==> src/hw/rtl/rlf_pkg.sv <==
`timescale 1ns / 1ps

package rlf_pkg;

	localparam int AMOUNT_BITS = 31;
	localparam int TAG_FIELD_BITS = 16;
	localparam int COUNT_FIELD_BITS = 7;
	localparam logic [AMOUNT_BITS-1:0] AMOUNT_MAX = {AMOUNT_BITS{1'b1}};

	localparam logic REQ_PUSH = 1'b0;
	localparam logic REQ_POP = 1'b1;

	typedef struct packed {
		logic                      req_type;
		logic [AMOUNT_BITS-1:0]    amount;
		logic [TAG_FIELD_BITS-1:0] tag;
	} req_item_t;

	typedef struct packed {
		logic [AMOUNT_BITS-1:0]      removed;
		logic                        overflow;
		logic                        empty_res;
		logic [TAG_FIELD_BITS-1:0]   front_tag;
		logic [AMOUNT_BITS-1:0]      front_amount;
		logic [COUNT_FIELD_BITS-1:0] run_count;
	} rsp_item_t;

endpackage

==> src/hw/rtl/rlf_run_store.sv <==
`timescale 1ns / 1ps

module rlf_run_store #(
	parameter int DEPTH = 64,
	parameter int WIDTH = 47
) (
	input  logic                     clk,
	input  logic                     we,
	input  logic [$clog2(DEPTH)-1:0] waddr,
	input  logic [WIDTH-1:0]         wdata,
	input  logic [$clog2(DEPTH)-1:0] raddr,
	output logic [WIDTH-1:0]         rdata
);

	logic [WIDTH-1:0] mem [DEPTH];
	logic [WIDTH-1:0] rdata_q;

	// write first in program order, read returns the old word on a collision
	always_ff @(posedge clk) begin
		if (we) begin
			mem[waddr] <= wdata;
		end
		rdata_q <= mem[raddr];
	end

	assign rdata = rdata_q;

endmodule

==> src/hw/rtl/run_length_fifo_unit.sv <==
`timescale 1ns / 1ps
// Channel | Handshake            | Payload            | Meaning
// req     | req_valid/req_ready  | req  (req_item_t)  | push or pop request item
// rsp     | rsp_valid/rsp_ready  | rsp  (rsp_item_t)  | queue status after the item
//
// Steps: a push goes from acceptance to a loaded result through read newest,
// update, reread oldest and load. A pop retires whole runs, one run per cycle,
// rereads the oldest run when it shrinks one, then loads; the single read port
// of the run store sets the pace.
// Reset: arst_n clears pointers, run count and handshake state; the run store
// itself is not cleared; entries not holding stored runs are never used.
// Stalls: one result register parts the sides; a new item is taken while the
// previous result still waits, and the sequencer holds only before loading.

module run_length_fifo_unit
	import rlf_pkg::*;
#(
	parameter int RUN_DEPTH = 64,
	parameter int TAG_BITS = 16
) (
	input  logic      clk,
	input  logic      arst_n,
	input  logic      req_valid,
	output logic      req_ready,
	input  req_item_t req,
	output logic      rsp_valid,
	input  logic      rsp_ready,
	output rsp_item_t rsp
);

	localparam int PW = $clog2(RUN_DEPTH);
	localparam int CW = $clog2(RUN_DEPTH + 1);
	localparam int EW = TAG_BITS + AMOUNT_BITS;
	localparam logic [PW-1:0] LAST_IDX = PW'(RUN_DEPTH - 1);
	localparam logic [CW-1:0] FULL_COUNT = CW'(RUN_DEPTH);

	// sequencer codes
	localparam logic [2:0] ST_IDLE = 3'd0;
	localparam logic [2:0] ST_PUSH = 3'd1;
	localparam logic [2:0] ST_POP  = 3'd2;
	localparam logic [2:0] ST_FRD  = 3'd3;
	localparam logic [2:0] ST_DONE = 3'd4;

	logic [2:0]             state_q;
	logic                   op_q;
	logic [AMOUNT_BITS-1:0] amt_q;
	logic [AMOUNT_BITS-1:0] left_q;
	logic [TAG_BITS-1:0]    tag_q;
	logic                   ovf_q;
	logic [PW-1:0]          oldest_q;
	logic [PW-1:0]          newest_q;
	logic [CW-1:0]          count_q;
	logic                   rsp_valid_q;
	rsp_item_t              rsp_q;

	logic                   mem_we;
	logic [PW-1:0]          mem_waddr;
	logic [EW-1:0]          mem_wdata;
	logic [PW-1:0]          mem_raddr;
	logic [EW-1:0]          mem_rdata;

	logic [TAG_BITS-1:0]    rd_tag;
	logic [AMOUNT_BITS-1:0] rd_amt;
	logic [TAG_BITS-1:0]    req_tag;
	logic [TAG_BITS+TAG_FIELD_BITS-1:0]   req_tag_ext;
	logic [TAG_BITS+TAG_FIELD_BITS-1:0]   front_tag_ext;
	logic [CW+COUNT_FIELD_BITS-1:0]       count_ext;
	logic [AMOUNT_BITS:0]   merge_sum;
	logic [AMOUNT_BITS-1:0] merge_amt;
	logic [PW-1:0]          oldest_nx;
	logic [PW-1:0]          newest_nx;
	logic                   req_fire;
	logic                   merge_hit;
	logic                   pop_stop;
	logic                   pop_shrink;
	logic                   load_rsp;

	assign req_ready = (state_q == ST_IDLE);
	assign req_fire  = req_valid && req_ready;
	assign load_rsp  = (state_q == ST_DONE) && (!rsp_valid_q || rsp_ready);

	// keep the low TAG_BITS of the tag field, zero-extend when wider
	assign req_tag_ext = {{TAG_BITS{1'b0}}, req.tag};
	assign req_tag     = req_tag_ext[TAG_BITS-1:0];

	assign rd_tag = mem_rdata[EW-1:AMOUNT_BITS];
	assign rd_amt = mem_rdata[AMOUNT_BITS-1:0];

	assign oldest_nx = (oldest_q == LAST_IDX) ? '0 : oldest_q + PW'(1);
	assign newest_nx = (newest_q == LAST_IDX) ? '0 : newest_q + PW'(1);

	assign merge_hit = (count_q != '0) && (rd_tag == tag_q);
	assign merge_sum = {1'b0, rd_amt} + {1'b0, amt_q};
	assign merge_amt = merge_sum[AMOUNT_BITS] ? AMOUNT_MAX : merge_sum[AMOUNT_BITS-1:0];

	assign pop_stop   = (left_q == '0) || (count_q == '0);
	assign pop_shrink = left_q < rd_amt;

	// read address: newest run for a push, the run after the one being
	// retired during a pop, the oldest run otherwise
	always_comb begin
		priority if (req_fire && (req.req_type == REQ_PUSH)) begin
			mem_raddr = newest_q;
		end else if ((state_q == ST_POP) && !pop_stop && !pop_shrink) begin
			mem_raddr = oldest_nx;
		end else begin
			mem_raddr = oldest_q;
		end
	end

	// write port: merge, or append when not full, on a push; shrink the head on a pop
	always_comb begin
		mem_we    = 1'b0;
		mem_waddr = newest_q;
		mem_wdata = {tag_q, merge_amt};
		if (state_q == ST_PUSH) begin
			if (merge_hit) begin
				mem_we = 1'b1;
			end else if (count_q < FULL_COUNT) begin
				mem_we    = 1'b1;
				mem_waddr = (count_q == '0) ? oldest_q : newest_nx;
				mem_wdata = {tag_q, amt_q};
			end
		end else if ((state_q == ST_POP) && !pop_stop && pop_shrink) begin
			mem_we    = 1'b1;
			mem_waddr = oldest_q;
			mem_wdata = {rd_tag, rd_amt - left_q};
		end
	end

	rlf_run_store #(
		.DEPTH(RUN_DEPTH),
		.WIDTH(EW)
	) u_store (
		.clk  (clk),
		.we   (mem_we),
		.waddr(mem_waddr),
		.wdata(mem_wdata),
		.raddr(mem_raddr),
		.rdata(mem_rdata)
	);

	// latch the request payload on acceptance
	always_ff @(posedge clk) begin
		if (req_fire) begin
			op_q  <= req.req_type;
			amt_q <= req.amount;
			tag_q <= req_tag;
		end
	end

	// sequencer and queue pointers
	always_ff @(posedge clk or negedge arst_n) begin
		if (!arst_n) begin
			state_q  <= ST_IDLE;
			oldest_q <= '0;
			newest_q <= '0;
			count_q  <= '0;
			left_q   <= '0;
			ovf_q    <= 1'b0;
		end else begin
			unique case (state_q)
				ST_IDLE: begin
					if (req_fire) begin
						left_q  <= req.amount;
						ovf_q   <= 1'b0;
						state_q <= (req.req_type == REQ_PUSH) ? ST_PUSH : ST_POP;
					end
				end
				ST_PUSH: begin
					// merge needs no pointer move; a full store drops the item
					if (!merge_hit) begin
						if (count_q < FULL_COUNT) begin
							newest_q <= (count_q == '0) ? oldest_q : newest_nx;
							count_q  <= count_q + CW'(1);
						end else begin
							ovf_q <= 1'b1;
						end
					end
					state_q <= ST_FRD;
				end
				ST_POP: begin
					priority if (pop_stop) begin
						state_q <= ST_DONE;
					end else if (pop_shrink) begin
						left_q  <= '0;
						state_q <= ST_FRD;
					end else begin
						// retire the whole head run and advance
						left_q   <= left_q - rd_amt;
						oldest_q <= oldest_nx;
						count_q  <= count_q - CW'(1);
					end
				end
				ST_FRD: begin
					state_q <= ST_DONE;
				end
				ST_DONE: begin
					if (load_rsp) begin
						state_q <= ST_IDLE;
					end
				end
				default: begin
					state_q <= ST_IDLE;
				end
			endcase
		end
	end

	assign front_tag_ext = {{TAG_FIELD_BITS{1'b0}}, rd_tag};
	assign count_ext     = {{COUNT_FIELD_BITS{1'b0}}, count_q};

	// result register
	always_ff @(posedge clk or negedge arst_n) begin
		if (!arst_n) begin
			rsp_valid_q <= 1'b0;
		end else if (load_rsp) begin
			rsp_valid_q <= 1'b1;
		end else if (rsp_ready) begin
			rsp_valid_q <= 1'b0;
		end
	end

	always_ff @(posedge clk) begin
		if (load_rsp) begin
			rsp_q.removed      <= (op_q == REQ_POP) ? amt_q - left_q : '0;
			rsp_q.overflow     <= ovf_q;
			rsp_q.empty_res    <= (count_q == '0);
			rsp_q.front_tag    <= (count_q == '0) ? '0
				: front_tag_ext[TAG_FIELD_BITS-1:0];
			rsp_q.front_amount <= (count_q == '0) ? '0 : rd_amt;
			rsp_q.run_count    <= count_ext[COUNT_FIELD_BITS-1:0];
		end
	end

	assign rsp_valid = rsp_valid_q;
	assign rsp       = rsp_q;

endmodule

==> config.mk <==
export PLATFORM = sky130hd
export DESIGN_NAME = run_length_fifo_unit
export DESIGN_NICKNAME = d
export VERILOG_FILES = /design/src/hw/rtl/rlf_pkg.sv /design/src/hw/rtl/rlf_run_store.sv /design/src/hw/rtl/run_length_fifo_unit.sv
export SDC_FILE = /design/constraint.sdc
export NUM_CORES = 2
export LEC_CHECK = 0
export ABC_AREA = 1
export BUFFER_PORTS_ARGS = -buffer_cell sky130_fd_sc_hd__buf_2
export CAP_MARGIN = 20
export CORE_ASPECT_RATIO = 0.9
export CORE_MARGIN = 2
export CORE_UTILIZATION = 40
export DETAILED_ROUTE_END_ITERATION = 8
export GPL_TIMING_DRIVEN = 1
export PLACE_DENSITY = 0.52
export SKIP_LAST_GASP = 1
export SLEW_MARGIN = 20
export SYNTH_ARGS = -nofsm -noshare
export SYNTH_HDL_FRONTEND = slang
export SYNTH_SLANG_ARGS = --single-unit
export TNS_END_PERCENT = 20
==> constraint.sdc <==
create_clock -name clk -period 16.6 [get_ports clk]
set_input_delay 1.66 -clock clk [delete_from_list [all_inputs] [get_ports clk]]
set_output_delay 1.66 -clock clk [all_outputs]
set_load 0.005 [all_outputs]
======== After elaboration in Yosys (flattened, before gate mapping) ========
Memory sizes are Yosys's and may differ from the RTL's. A register that Yosys moved wholly into a read port is not among the register bits.
Cells that the tools add are included.
word-level totals
  flip-flop bits (word level) ............. 190
  latch bits .............................. 0
  memory bits (writable) .................. 3008
  bits in read-only memories .............. 0
  input bits .............................. 52
  output and inout port bits .............. 89
  memories ................................ 1
operators by class
  add/subtract/negate cells ............... 8
  $mul .................................... 0
  divide/modulo/power cells ............... 0
  $lt $le $gt $ge ......................... 2
  equality and inequality tests ........... 15
  shift operators ......................... 0
  muxes and demuxes ....................... 41
  bitwise logic cells ..................... 3
  reductions and logical operators ........ 25
memory list
  name         depth  bits a word  rd ports  clocked after memory_dff  write ports  line                 text
  u_store.mem  64     47           1         1                         1            rlf_run_store.sv:15  logic [WIDTH-1:0] mem [DEPTH];
operators with widths
  kind                                           count
  2-to-1 mux 31 bit                              6
  2-to-1 mux 47 bit                              2
  subtractor 31 bit                              3
  one-hot mux 31 bit (2 select lines)            1
  2-to-1 mux 6 bit                               9
  adder 31 x 31 -> 32 bit                        1
  zero test 31 bit                               1
  < comparator 31 bit                            1
  2-to-1 mux 7 bit                               4
  equality test 16 bit                           1
  one-hot mux 3 bit (5 select lines)             1
  one-hot mux 7 bit (2 select lines)             1
  adder 6 x 1 -> 6 bit (second input constant)   2
  equality test 6 bit (second input constant)    2
  2-to-1 mux 3 bit                               4
  2-to-1 mux 1 bit                               11
  inequality test 2 bit (second input constant)  5
  AND reduction 3 bit                            3
  nonzero test 2 bit                             4
  adder 7 x 1 -> 7 bit (second input constant)   1
  logical AND 1 bit                              7
  zero test 7 bit                                1
  < comparator 7 bit (second input constant)     1
  nonzero test 7 bit                             1
  14 further kinds                               21

======== Depth between registers and ports, before layout ========
  depth in word-level cells ............... 9
  gate-level depth with buffers ........... 25
  mapped depth without buffers ............ 23

======== Hierarchy ========
A second synthesis with hierarchy kept.
second synthesis, totals
  cell total of the unflattened synthesis .. 12506
  area total of the unflattened synthesis .. 138307.6 µm²
modules (own cells, without submodules)
  module                times used  cells an instance  area an instance (µm²)  seq. area each (µm²)
  rlf_run_store         1           9905               120994.8                91267.5
  run_length_fifo_unit  1           2601               17312.9                 5430.2

======== Least setup slack after synthesis ========
Ideal clock, no wire load.
  kind .................................... in2reg
  start point ............................. input port rsp_ready
  end point ............................... register rsp_q, in the netlist rsp[0] (enable)
  setup time .............................. 0.533 ns
  data arrival time ....................... 5.322 ns
  data required time ...................... 16.067 ns
  slack ................................... 10.746 ns
  stages on the path ...................... 2
  cells stage by stage .................... nor2_1 > nor2_1
between the ends
  word-level cells in the longest chain between the ends .. 2
RTL lines
  item               line                        text
  start, declared    run_length_fifo_unit.sv:27  input logic rsp_ready,
  logical OR 1 bit   run_length_fifo_unit.sv:80  assign load_rsp = (state_q == ST_DONE) && (!rsp_valid_q || rsp_ready);
  logical AND 1 bit  run_length_fifo_unit.sv:80
  via load_rsp       run_length_fifo_unit.sv:76  logic load_rsp;
  end, declared      run_length_fifo_unit.sv:54  rsp_item_t rsp_q;
The timed path passes the listed nets, and every way through them passes these cells.
A chain may end at the register's enable or synchronous reset.

======== Worst setup path in the final report ========
  start point ............................. register u_store.rdata_q[7], in the netlist u_store.rdata[7] (read register of u_store.mem)
  end point ............................... register u_store.rdata_q[4], in the netlist u_store.rdata[4] (read register of u_store.mem)
between the ends
  word-level cells in the longest chain between the ends .. 5
RTL lines
  item                 line                         text
  start, declared      rlf_run_store.sv:16          logic [WIDTH-1:0] rdata_q;
  < comparator 31 bit  run_length_fifo_unit.sv:97   assign pop_shrink = left_q < rd_amt;
  zero test 1 bit      run_length_fifo_unit.sv:104  end else if ((state_q == ST_POP) && !pop_stop && !pop_shrink) begin
  logical AND 1 bit    run_length_fifo_unit.sv:104
  2-to-1 mux 6 bit     run_length_fifo_unit.sv:104
  2-to-1 mux 6 bit     run_length_fifo_unit.sv:102  priority if (req_fire && (req.req_type == REQ_PUSH)) begin
No other way between the ends.

==> metrics <==
Period minus WS final=8.22 ns; clock latency on the worst-skew pair=0.97 ns; setup slack, reg-to-reg=8.38 ns; Port Buf Inserts=140; Synth Register Bits=3,245; Post-Layout Cell Count=20,000; WP buf/inv=4; first-pass iteration count of the detailed router=7; CTS root buf=clkbuf_16; Slew HR=0.222; PostCTS Resize Cnt=0; crit-path leading delay family=simple AND/OR/NAND/NOR gates; fin. max-slew vios=0; Slowest-stage cell, CP=nand2_8; setup TNS=0 ns; Worst Tran Pin Value=1.16 ns; first-pass GRT wire length=715,000 µm; Routed WL=502,000 µm; share of cells above drive strength 1=0.0703; site row count=211; hold_buf cts=0; Cells after DPL=19,400; status=completed; drt wl/cell=25.1 µm; leading area contributor after synthesis=edfxtp_1; clock tree buffer depth=4; # setup viols final=0; most numerous cell in the Yosys netlist=nand2_1; fin util=0.450; Syn-to-layout area delta=11.9%; Syn Area/Cell=9.99 µm²; Final Hold Vio Count=0; share of the synthesized area in the top cell type=0.639; vias in the first global route=97,000; Max Freq=122 MHz; Critical Path AT=9.05 ns; worst path cell trace=ha_1, nand2_1, inv_2, nand2_1, nor2_1, nand2_1, nand2_2, nand2_1, nand2_2, nand2_2, nand2_1, nand3_4, nand2_8, buf_4, buf_4, buf_4, nand2_1, nand3_1, nand3_1, nand3_1, nand3_1, nand3_1, nand2_1; core area=367,000 µm²; H-Tree Depth=5; Tcrit/Tclk final=0.495; CP Max Fanout=101; Residual DRC=0; cell mode on critical path=nand2_1; postcts setup bufs=0; syn_nets=15,000; DR vias=105,000; I/O pin count=141; ys flop type=edfxtp_1; die width=645 µm; RSZ-0062 raised after global routing=no; ranking of synthesized cells by area=edfxtp_1 (64%), nand3_1 (11%), nand2_1 (8.4%), inv_1 (7.9%), buf_2 (1.8%); ANT nets after route=0; Initial Util=0.402; Nets=15,000; CP required=17.43 ns; Worst-path clk slew=0.06 ns; clock sink count=3,245; drt via density=5.23; Seq/Total Area, Yosys=0.655; 1st-iter DRT viols=12,800; Tot GR Track Use=0.263; crit path kind=reg2reg; EDFF count, synth=3,143; mapped cell area=148,000 µm²; HP Class=reg2reg; TritonCTS clock tree=yes; die area=374,000 µm²; post-DP HPWL=271,000 µm; cell count after synthesis=14,800; cts bufs inserted=349; Cell Area, Placed=154,000 µm²; cell area after layout=165,000 µm²; Die Ht=581 µm; Critical Path Source Type=flop; max_cap viols=0; Final Skew=0.0805 ns; total global routing overflow=0; largest net degree at the start of global routing=174; Setup crit end kind=flop; most frequent cells after synthesis=nand2_1 (3,316), nand3_1 (3,203), edfxtp_1 (3,143); fraction of registers with async set/reset=0.0169; initial antenna violation count=22; library cells used by synthesis=55; CP peak stage delay=0.91 ns; Yosys warnings=0; Routability Congestion=0.898
-- cell families (layout without fill, tap and decap cells) --
logic type | Yosys count | in the layout | synth area share
AO/OA/AOI/OAI | 604 | 604 | 0.0232
buffers and inverters | 3862 | 4167 | 0.103
XOR/XNOR | 72 | 72 | 0.00427
adder cells (fa/ha/maj) | 134 | 134 | 0.0116
flip-flops | 3245 | 3245 | 0.655
other | 0 | 8 | 0
AND/OR/NAND/NOR | 6877 | 6877 | 0.203
-- layout by cell type, fill, tap and decap left out, types with 17 or more instances in the layout --
master / synthesis / layout
inv_1: 3102 / 3099
nor2_4: 0 / 68
nand3_1: 3203 / 3201
clkbuf_16: 0 / 356
nand2_1: 3316 / 3309
o211ai_1: 22 / 22
nor2_1: 290 / 222
nor3_1: 18 / 17
edfxtp_1: 3143 / 3143
bufinv_16: 0 / 18
buf_4: 21 / 273
buf_2: 529 / 140
dfxtp_1: 47 / 47
a21oi_1: 242 / 241
ha_1: 129 / 129
o21ai_4: 0 / 34
clkinv_1: 0 / 68
xnor2_1: 17 / 17
o21ai_0: 211 / 181
dfrtp_1: 55 / 55
xor2_1: 55 / 55
a22oi_1: 26 / 26
clkinv_2: 0 / 58
clkbuf_1: 172 / 88
-- final timing paths --
check	startpoint	to	depth (start not counted)
hold / removal	count_q[0]	rsp[0]	0
min in group asynchronous	arst_n	left_q[0]	2
max in group asynchronous	arst_n	left_q[28]	2
setup / recovery	u_store.rdata[7]	u_store.rdata[4]	23
setup reg to reg	u_store.rdata[7]	u_store.rdata[4]	23
hold reg to reg	count_q[0]	rsp[0]	0
-- final cells by class --
| cell class | count | area, µm² |
|---|---|---|
| Inverter | 3111 | 11700 |
| Multi-Input combinational cell | 7687 | 36800 |
| Clock buffer | 460 | 9460 |
| Timing Repair Buffer | 428 | 3050 |
| Clock inverter | 168 | 1440 |
| Fill cell | 34200 | 202000 |
| Sequential cell | 3245 | 96700 |
| Tap cell | 4899 | 6130 |
| Antenna cell | 8 | 20.0 |
-- sequential cells by signal (all words and copies together), names as in the netlist --
register / count
amt_q: 31
count_q: 7
left_q: 31
newest_q: 6
oldest_q: 6
op_q: 1
ovf_q: 1
rsp: 87
rsp_valid: 1
state_q: 3
tag_q: 16
u_store.mem: 3008
u_store.rdata: 47
-- per-stage QoR --
step | hold WS, ns | setup WS (ns)
after global placement | 0.441 | 8.49
after global routing | 0.455 | 8.17
after floorplan | 0.419 | 10.75
after CTS | 0.451 | 8.61
final | 0.447 | 8.38
after detailed placement | 0.448 | 8.45
-- metal layers --
layer	vias to the layer above	track usage	wire (µm)
met3	803	0.0354	41500
met1	51000	0.381	220000
li1	48400	-	-
met4	2	0.0847	17100
met2	4494	0.407	223000
met5	-	0	11
Power is left out: the tool's default activity adds up to more than one toggle a clock period on the data nets, which glitch-free logic cannot reach.
